**config.mk**
```make
export PLATFORM = sky130hd
export DESIGN_NAME = radix_constant_parser
export DESIGN_NICKNAME = d
export VERILOG_FILES = /design/src/hw/rtl/rcp_pkg.sv /design/src/hw/rtl/radix_constant_parser.sv /design/src/hw/rtl/rcp_step.sv
export VERILOG_INCLUDE_DIRS = /design/src /design/src/hw/rtl
export SDC_FILE = /design/constraint.sdc
export NUM_CORES = 1
export LEC_CHECK = 0
export ABC_CLOCK_PERIOD_IN_PS = 13500
export CAP_MARGIN = 0
export CORE_UTILIZATION = 45
export CTS_BUF_LIST = sky130_fd_sc_hd__clkbuf_4
export CTS_CLUSTER_DIAMETER = 80
export DETAILED_ROUTE_END_ITERATION = 10
export DONT_BUFFER_PORTS = 1
export SLEW_MARGIN = 10
export SYNTH_ARGS = -nofsm -noshare
export SYNTH_HDL_FRONTEND = slang
export SYNTH_SLANG_ARGS = --single-unit
```
**constraint.sdc**
```tcl
create_clock -name i_clk -period 13.5 [get_ports i_clk]
set_input_delay 2.7 -clock i_clk [delete_from_list [all_inputs] [get_ports i_clk]]
set_output_delay 2.7 -clock i_clk [all_outputs]
set_load 0.05 [all_outputs]
```
**src/hw/rtl/assert_macros.svh**
```systemverilog
// Assertion macros included by radix_constant_parser.sv.
`ifndef ASSERT_MACROS_SVH
`define ASSERT_MACROS_SVH

`ifndef ASSERT_OFF

`define ASSERT_ALWAYS(lbl, clk, rst_n, prop, msg) \
    lbl: assert property (@(posedge clk) disable iff (!(rst_n)) (prop)) else $error(msg);

`define ASSERT_NEXT(lbl, clk, rst_n, ante, cons, msg) \
    lbl: assert property (@(posedge clk) disable iff (!(rst_n)) (ante) |=> (cons)) \
        else $error(msg);

`else

`define ASSERT_ALWAYS(lbl, clk, rst_n, prop, msg)

`define ASSERT_NEXT(lbl, clk, rst_n, ante, cons, msg)

`endif

`endif

```
**src/hw/rtl/rcp_pkg.sv**
```systemverilog
// Types, codes and helpers of the radix constant parser.
`default_nettype none
package rcp_pkg;

    typedef enum logic [2:0] {
        FUNC_DEC   = 3'd0,
        FUNC_HEX   = 3'd1,
        FUNC_OCT   = 3'd2,
        FUNC_BIN   = 3'd3,
        FUNC_QUOTE = 3'd4
    } t_func;

    typedef enum logic [2:0] {
        ERR_NONE      = 3'd0,
        ERR_BAD_DIGIT = 3'd1,
        ERR_OVERFLOW  = 3'd2,
        ERR_BAD_ESC   = 3'd3,
        ERR_SYNTAX    = 3'd4
    } t_err;

    typedef enum logic [1:0] {
        QPH_OPEN   = 2'd0,
        QPH_INSIDE = 2'd1,
        QPH_ESCAPE = 2'd2,
        QPH_CLOSED = 2'd3
    } t_qph;

    localparam int unsigned ValueW = 32;

    localparam logic [ValueW-1:0] HexLimit  = 32'h0fff_ffff;
    localparam logic [ValueW-1:0] OctLimit  = 32'h1fff_ffff;
    localparam logic [ValueW-1:0] BinLimit  = 32'h7fff_ffff;
    localparam logic [ValueW-1:0] CharLimit = 32'h00ff_ffff;

    localparam logic [7:0] ChBackslash = 8'h5c;
    localparam logic [7:0] ChDquote    = 8'h22;
    localparam logic [7:0] ChSquote    = 8'h27;
    localparam logic [7:0] ChLowT      = 8'h74;
    localparam logic [7:0] ChLowN      = 8'h6e;
    localparam logic [7:0] ChLowR      = 8'h72;
    localparam logic [7:0] ChZero      = 8'h30;

    typedef struct packed {
        logic [2:0] func;
        logic [7:0] ch;
        logic       first;
        logic       last;
    } t_in_word;

    typedef struct packed {
        logic [ValueW-1:0] value;
        logic [2:0]        error;
        logic              done_res;
    } t_out_word;

    typedef struct packed {
        logic [ValueW-1:0] acc;
        t_err              err;
        logic [7:0]        delim;
        t_qph              phase;
    } t_state;

    // {is_hex_digit, digit value}
    function automatic logic [4:0] digit_of(input logic [7:0] c);
        logic [4:0] r;
        r = 5'd0;
        if (c inside {[8'h30:8'h39]}) begin
            r = {1'b1, 4'(c - 8'h30)};
        end else if (c inside {[8'h61:8'h66]}) begin
            r = {1'b1, 4'(c - 8'h57)};
        end else if (c inside {[8'h41:8'h46]}) begin
            r = {1'b1, 4'(c - 8'h37)};
        end
        return r;
    endfunction

endpackage
`default_nettype wire

```
**src/hw/rtl/radix_constant_parser.sv**
```systemverilog
// Top level of the radix constant parser: input register, step logic, result register.
//
// Usage: one character of a numeric literal per input word on the in channel
// (func selects decimal, hex, octal, binary or quoted character; first starts
// a new literal, last ends its text). Every input word yields exactly one
// output word with the running 32-bit value, the sticky error code and
// done_res, which copies last.
// Both channels use valid/stall: a word moves on a rising edge with valid high
// and stall low.
// A word accepted on the in channel is held in the input register, stepped
// through the parser logic and registered in the result register for the out channel.
// Throughput: one word per cycle while the receiver does not stall, set by the
// step from the input register to the result register that also holds the parser state.
// Stall from the receiver freezes the result register and the input register;
// the in channel stalls only when both are full.
// Reset (synchronous, active low) empties both registers and clears the
// accumulator, error code, delimiter and quote phase.
`default_nettype none
`include "assert_macros.svh"
module radix_constant_parser (
    input  wire                 i_clk,
    input  wire                 i_rst_n,
    input  wire                 i_in_valid,
    output logic                o_in_stall,
    input  rcp_pkg::t_in_word   i_in_word,
    output logic                o_out_valid,
    input  wire                 i_out_stall,
    output rcp_pkg::t_out_word  o_out_word
);
    import rcp_pkg::*;

    logic      r_in_valid;
    t_in_word  r_in_word;
    logic      r_out_valid;
    t_out_word r_out_word;
    t_state    r_st;
    t_state    n_st;
    logic      adv;
    logic      in_acc;

    rcp_step u_step (
        .i_word (r_in_word),
        .i_st   (r_st),
        .o_st   (n_st)
    );

    // step fires when the input register holds a word and the result slot frees up
    assign adv        = r_in_valid && (!r_out_valid || !i_out_stall);
    assign o_in_stall = r_in_valid && !adv;
    assign in_acc     = i_in_valid && !o_in_stall;

    always_ff @(posedge i_clk) begin
        if (!i_rst_n) begin
            r_in_valid  <= 1'b0;
            r_out_valid <= 1'b0;
            r_st        <= '0;
        end else begin
            if (in_acc) begin
                r_in_valid <= 1'b1;
            end else if (adv) begin
                r_in_valid <= 1'b0;
            end
            if (adv) begin
                r_out_valid <= 1'b1;
                r_st        <= n_st;
            end else if (!i_out_stall) begin
                r_out_valid <= 1'b0;
            end
        end
    end

    always_ff @(posedge i_clk) begin
        if (in_acc) begin
            r_in_word <= i_in_word;
        end
        if (adv) begin
            r_out_word.value    <= n_st.acc;
            r_out_word.error    <= n_st.err;
            r_out_word.done_res <= r_in_word.last;
        end
    end

    assign o_out_valid = r_out_valid;
    assign o_out_word  = r_out_word;

    `ASSERT_NEXT(a_err_sticky, i_clk, i_rst_n,
        adv && !r_in_word.first && r_st.err != ERR_NONE, r_st.err == $past(r_st.err),
        "error code changed within a literal")
    `ASSERT_NEXT(a_out_matches_state, i_clk, i_rst_n,
        adv, o_out_word.value == r_st.acc && o_out_word.error == r_st.err,
        "result word does not match parser state")
    `ASSERT_NEXT(a_in_held, i_clk, i_rst_n,
        r_in_valid && !adv, r_in_valid && r_in_word == $past(r_in_word),
        "pending input word lost or overwritten")
    `ASSERT_NEXT(a_state_frozen, i_clk, i_rst_n,
        !adv, r_st == $past(r_st),
        "parser state changed without a step")

endmodule
`default_nettype wire

```
**src/hw/rtl/rcp_step.sv**
```systemverilog
// Next-state logic for one character: digit accumulate, quote handling, errors.
`default_nettype none
module rcp_step (
    input  rcp_pkg::t_in_word i_word,
    input  rcp_pkg::t_state   i_st,
    output rcp_pkg::t_state   o_st
);
    import rcp_pkg::*;

    t_state            st;
    logic [4:0]        dg;
    logic              dg_ok;
    logic [3:0]        dv;
    logic [35:0]       dec_sum;
    logic [ValueW-1:0] acc_nx;
    t_err              err_nx;
    t_qph              ph_nx;
    logic [7:0]        delim_nx;
    t_err              fault;
    logic              do_shift;
    logic [7:0]        shift_ch;

    always_comb begin
        st       = i_word.first ? '0 : i_st;
        dg       = digit_of(i_word.ch);
        dv       = dg[3:0];
        dec_sum  = {1'b0, st.acc, 3'b000} + {3'b000, st.acc, 1'b0} + {32'd0, dv};
        acc_nx   = st.acc;
        ph_nx    = st.phase;
        delim_nx = st.delim;
        fault    = ERR_NONE;
        do_shift = 1'b0;
        shift_ch = i_word.ch;
        dg_ok    = 1'b0;

        case (i_word.func)
            FUNC_DEC: begin
                dg_ok = dg[4] && (dv < 4'd10);
                if (!dg_ok) begin
                    fault = ERR_BAD_DIGIT;
                end else begin
                    if (dec_sum[35:32] != 4'd0) fault = ERR_OVERFLOW;
                    acc_nx = dec_sum[31:0];
                end
            end
            FUNC_HEX: begin
                if (!dg[4]) begin
                    fault = ERR_BAD_DIGIT;
                end else begin
                    if (st.acc > HexLimit) fault = ERR_OVERFLOW;
                    acc_nx = {st.acc[27:0], dv};
                end
            end
            FUNC_OCT: begin
                dg_ok = dg[4] && (dv < 4'd8);
                if (!dg_ok) begin
                    fault = ERR_BAD_DIGIT;
                end else begin
                    if (st.acc > OctLimit) fault = ERR_OVERFLOW;
                    acc_nx = {st.acc[28:0], dv[2:0]};
                end
            end
            FUNC_BIN: begin
                dg_ok = dg[4] && (dv < 4'd2);
                if (!dg_ok) begin
                    fault = ERR_BAD_DIGIT;
                end else begin
                    if (st.acc > BinLimit) fault = ERR_OVERFLOW;
                    acc_nx = {st.acc[30:0], dv[0]};
                end
            end
            FUNC_QUOTE: begin
                case (st.phase)
                    QPH_OPEN: begin
                        delim_nx = i_word.ch;
                        ph_nx    = QPH_INSIDE;
                    end
                    QPH_INSIDE: begin
                        if (i_word.ch == st.delim) begin
                            ph_nx = QPH_CLOSED;
                        end else if (i_word.ch < 8'h20 || i_word.ch > 8'h7e) begin
                            fault = ERR_BAD_DIGIT;
                        end else if (i_word.ch == ChBackslash) begin
                            ph_nx = QPH_ESCAPE;
                        end else begin
                            do_shift = 1'b1;
                        end
                    end
                    QPH_ESCAPE: begin
                        ph_nx    = QPH_INSIDE;
                        do_shift = 1'b1;
                        case (i_word.ch)
                            ChLowT:      shift_ch = 8'h09;
                            ChLowN:      shift_ch = 8'h0a;
                            ChLowR:      shift_ch = 8'h0d;
                            ChZero:      shift_ch = 8'h00;
                            ChDquote,
                            ChSquote,
                            ChBackslash: shift_ch = i_word.ch;
                            default: begin
                                do_shift = 1'b0;
                                fault    = ERR_BAD_ESC;
                            end
                        endcase
                    end
                    default: fault = ERR_SYNTAX;
                endcase
                if (do_shift) begin
                    if (st.acc > CharLimit) fault = ERR_OVERFLOW;
                    acc_nx = {st.acc[23:0], shift_ch};
                end
                // unterminated quote at end of text
                if (i_word.last && ph_nx != QPH_CLOSED && fault == ERR_NONE) begin
                    fault = ERR_SYNTAX;
                end
            end
            default: fault = ERR_BAD_DIGIT;
        endcase

        err_nx = (st.err == ERR_NONE) ? fault : st.err;

        o_st.acc   = acc_nx;
        o_st.err   = err_nx;
        o_st.delim = delim_nx;
        o_st.phase = ph_nx;
    end

endmodule
`default_nettype wire
```
* Yosys cells after proc, flatten, opt, wreduce, memory -nomap -nowiden
Cells that the tools add are included.
** Cells by class
- Equality and inequality tests :: 16
- Add/sub/neg operators :: 5
- $lt $le $gt $ge :: 15
- Multipliers :: 0
- Divide/modulo/power cells :: 0
- Shift-type cells :: 0
- Reduce and logical (&&, ||, !) cells :: 25
- Multiplexer cells :: 48
- Bitwise logic cells :: 0
** Operator list (count)
- two-way mux 32 bit :: 5
- case mux 32 bit (5 select lines) :: 1
- two-way mux 45 bit :: 1
- adder 35 x 33 -> 36 bit :: 1
- adder 36 x 4 -> 36 bit :: 1
- equality test 8 x 7 -> 1 bit (second input constant) :: 4
- greater-than comparator 32 x 24 -> 1 bit (second input constant) :: 1
- greater-than comparator 32 x 28 -> 1 bit (second input constant) :: 1
- greater-than comparator 32 x 29 -> 1 bit (second input constant) :: 1
- greater-than comparator 32 x 31 -> 1 bit (second input constant) :: 1
- case mux 8 bit (4 select lines) :: 1
- two-way mux 3 bit :: 10
- equality test 8 x 6 -> 1 bit (second input constant) :: 3
- two-way mux 8 bit :: 3
- two-way mux 2 bit :: 10
- >= comparator 8 x 7 -> 1 bit (second input constant) :: 2
- less-or-equal comparator 8 x 7 -> 1 bit (second input constant) :: 2
- two-way mux 5 bit :: 3
- case mux 3 bit (5 select lines) :: 1
- logical AND 1 bit :: 11
- two-way mux 1 bit :: 10
- zero test 3 bit :: 3
- case mux 3 bit (3 select lines) :: 1
- equality test 8 bit :: 1
- 24 further kinds :: 31
** Word-level totals
- Memories :: 0
- ROM bits :: 0
- Bits in latches :: 0
- Register bits :: 96
- Output and inout port bits :: 38
- Memory bits (writable) :: 0

* Longest topological paths before layout
- Depth in word-level cells :: 13
- Depth in mapped cells :: 21

* Modules after synthesis
Synthesis repeated with hierarchy kept, for this count alone.
** Unflattened totals
- Cells, all modules :: 1091
- Area total of the unflattened synthesis :: 8795.9 µm²
** Modules (own cells, without submodules)
- rcp_step :: seq. area each 0.0 µm², cells each 839, area an instance 5395.2 µm², instances 1
- radix_constant_parser :: seq. area each 2412.3 µm², cells each 252, area an instance 3400.8 µm², instances 1

* Worst setup path after synthesis
No wires, ideal clock.
- Path kind :: input-to-output
- Start point :: input port i_out_stall
- End point :: output port o_in_stall
- Cell stages on the path :: 1
- Buffers on the path :: 0
- Arrival :: 3.181 ns
- Slack :: 7.619 ns
- Cells stage by stage :: and3_1
** On the way
- Word-level cells in the longest chain between the ends :: 5
** Ends and longest elaborated chain
- start: declaration :: RTL line radix_constant_parser.sv:27 : input wire i_out_stall,
- zero test 1 bit
- logical OR 1 bit :: RTL line radix_constant_parser.sv:48 : assign adv = r_in_valid && (!r_out_valid || !i_out_stall);
- logical AND 1 bit :: RTL line radix_constant_parser.sv:48
- zero test 1 bit :: RTL line radix_constant_parser.sv:49 : assign o_in_stall = r_in_valid && !adv;
- logical AND 1 bit :: RTL line radix_constant_parser.sv:49
- end: declaration :: RTL line radix_constant_parser.sv:24 : output logic o_in_stall,
No other way between the ends.

==> flow_summary.json <==
{
  "crit_chain": "inv_1 -> ha_1 -> nor3b_1 -> a311oi_4 -> nor2b_1 -> o21ai_0 -> o21ai_0 -> ha_1 -> ha_1 -> fa_1 -> a211oi_1 -> o211ai_1 -> a31oi_1 -> or4b_1 -> and4_1 -> o22ai_1 -> o31ai_1 -> a21o_1 -> o21ai_0",
  "cts.path.max_buffers": 2,
  "final_cell_area_um2": 9330,
  "syn_area_um2": 9080,
  "clk_pin_slew_ns": 0.15,
  "avgRoutedWirePerCell_um": 22.2,
  "placed_area_um2": 9190,
  "htree_num_levels": 3,
  "synth_edf_count": 49,
  "slowest_stage": "a311oi_4",
  "root_buffer": "clkbuf_4",
  "core_um2": 19600,
  "synth-seq-cells": 96,
  "initial_utilization": 0.463,
  "critPathMaxFanout": 13,
  "antenna_found_initial": 1,
  "gp_congestion": 0.956,
  "ios": 55,
  "fin_worst_skew_ns": 0.0411,
  "area_growth_pct": 2.80,
  "first_global_vias": 7924,
  "die_area_um2": 20800,
  "finalSetupTns_ns": 0,
  "wirelength_mm": 29.9,
  "hold_viol": 0,
  "ir_worst_vdd_v": 0.0000698,
  "max_freq_ghz": 0.166,
  "max_slew_margin": 0.323,
  "setup_viol": 0,
  "drive_gt1_frac": 0.0742,
  "crit_type": "reg2reg",
  "reg2reg_depth": 19,
  "synthArstFlopShare": 0,
  "worst_setup_path_start_kind": "flip-flop",
  "yosys_warnings": 0,
  "power_leakage_nw": 3.61,
  "worstMarginPinSlew_ns": 1.01,
  "status": "complete, no violations",
  "postCtsSetupRepairBufs": 0,
  "dieHeight_um": 144,
  "synthCells": 1126,
  "worst_hold_path.endpoint": "r_st[1]",
  "min_path_type": "reg2reg",
  "ys_types": 90,
  "slew_viol_final": 0,
  "worst-endpoint-required_ns": 13.75,
  "post_cts_resized": 0,
  "drc_errors": 0,
  "vias": 8810,
  "grt-ovfl-total": 0,
  "port_buffers": 0,
  "worst-r2r-setup-slack_ns": 7.49,
  "rsz0062_at_grt": "false",
  "drtAntennaViolNets": 0,
  "drt_iter0_drc": 1150,
  "clock_sinks": 96,
  "first_pass_iters": 5,
  "hold_depth": 2,
  "power.total_mw": 0.658,
  "cp-end-kind": "flip-flop",
  "synth_nets": 1218,
  "cts_buffers": 9,
  "ctsHoldBuffers": 0,
  "cpPeakStageDelay_ns": 0.75,
  "min_period_ns": 6.01,
  "r2r-end": "o_out_word[2]",
  "ys.flop_type": "edfxtp_1",
  "cts_tree": "done",
  "syn_avg_cell_area_um2": 8.06,
  "track_usage": 0.293,
  "grt_pass1_wl_mm": 46.1,
  "fin_nets": 1165,
  "rows": 51,
  "seq_area_frac_synth": 0.266,
  "critPathArrivalTime_ns": 6.25,
  "vias_per_cell": 6.56,
  "r2r_start": "r_in_word[2]",
  "hpwlAfterDp_mm": 20.9,
  "grt_max_degree": 57,
  "power_density_nw_per_um2": 70.5,
  "worstSkewPairLatency_ns": 0.51,
  "fillers": 1970,
  "chipWidth_um": 144,
  "hold_start": "r_st[1]",
  "fin_crit_sh": 0.445,
  "drv_cap": 0
}
## sequential cells by signal (all words and copies together) (netlist names)
register / count
r_in_valid: 1
o_out_word: 36
r_st: 45
r_in_word: 13
o_out_valid: 1
## metal layers
layer  wire length, um  GRT usage  up-vias
met5                 0          0        -
met3              2810     0.0560       67
li1                  -          -     4118
met2             12900      0.440      468
met1             13300      0.412     4157
met4               869      0.113        0
## power by group
group / switching, mW / internal (mW)
combinational: 0.0900 / 0.0473
sequential: 0.0323 / 0.323
clock: 0.109 / 0.0565
total: 0.231 / 0.427
## synth_stat cells, drive strengths merged (13+ instances only)
| cell type | number | area, um2 |
|---|---|---|
| ha | 73 | 913 |
| o22ai | 16 | 100 |
| nor3 | 24 | 120 |
| nand2 | 101 | 387 |
| xor2 | 14 | 123 |
| a21oi | 106 | 534 |
| clkbuf | 57 | 214 |
| a31oi | 22 | 153 |
| inv | 33 | 124 |
| buf | 28 | 176 |
| nor2b | 39 | 244 |
| o221ai | 13 | 114 |
| o211ai | 13 | 97.6 |
| nand3 | 21 | 105 |
| nor2 | 84 | 325 |
| dfxtp | 47 | 941 |
| mux2i | 18 | 180 |
| a221oi | 22 | 205 |
| o21a | 18 | 135 |
| a22oi | 14 | 119 |
| nand2b | 20 | 125 |
| o21ba | 15 | 150 |
| o21ai | 105 | 526 |
| xnor2 | 18 | 158 |
| edfxtp | 49 | 1470 |
## logic make-up after synthesis
group	Yosys count	synth area share
AOI/OAI and AO/OA	433	0.322
adders and majority gates	75	0.105
and+or+nand+nor	353	0.199
muxes	18	0.0198
DFF	96	0.266
buffers and inverters	119	0.0572
xor gates and xnor gates	32	0.0309
## per-stage QoR
stage | util | hold WS (ns) | setup slack (ns) | cells
after global routing | 0.476 | 0.506 | 7.14 | 1344
after global placement | 0.469 | 0.440 | 7.61 | 1327
final | 0.476 | 0.474 | 7.49 | 1344
after floorplan | - | 0.425 | 7.62 | 1126
after detailed placement | 0.469 | 0.454 | 7.59 | 1327
after CTS | 0.476 | 0.474 | 7.55 | 1343
## layout make-up
class,count,area (um2),share of cell area
multi-input cells,911,6160,0.660
repair buffers,21,158,0.0169
clock inverters,7,70.1,0.00751
inverters,34,129,0.0138
flip-flops and latches,96,2410,0.258
well taps,265,332,0.0355
clock buffers,9,67.6,0.00724
diodes,1,2.50,0.000268
## how the worst max path moves through the flow
stage,start,to,slack [ns],cells after the start
after global placement,i_out_stall,o_in_stall,7.61,1
after detailed placement,r_in_word[3],o_out_word[2],7.59,19
after CTS,r_in_word[2],o_out_word[2],7.55,19
after global routing,r_in_word[2],o_out_word[2],7.14,19
final,r_in_word[2],o_out_word[2],7.49,19
after floorplan,i_out_stall,o_in_stall,7.62,1
## worst max-delay path: cells and delay by family, from the launching register on
family	cells	cell delay, ns
AOI/OAI and AO/OA	10	2.92
DFF	1	0.66
buffers and inverters	1	0.16
and+or+nand+nor	4	0.82
adders and majority gates	4	1.22
## cells in the final DEF (no fill, tap or decap), types with 24 or more instances in the layout
cell type | synthesis | routed
inv_1 | 33 | 32
edfxtp_1 | 49 | 49
o21ai_0 | 97 | 97
a21oi_1 | 105 | 105
dfxtp_1 | 47 | 47
nor2b_1 | 39 | 39
nor3_1 | 24 | 24
nand2_1 | 100 | 100
ha_1 | 73 | 73
nor2_1 | 82 | 81
Note: power is estimated with default switching activity, not from simulation.
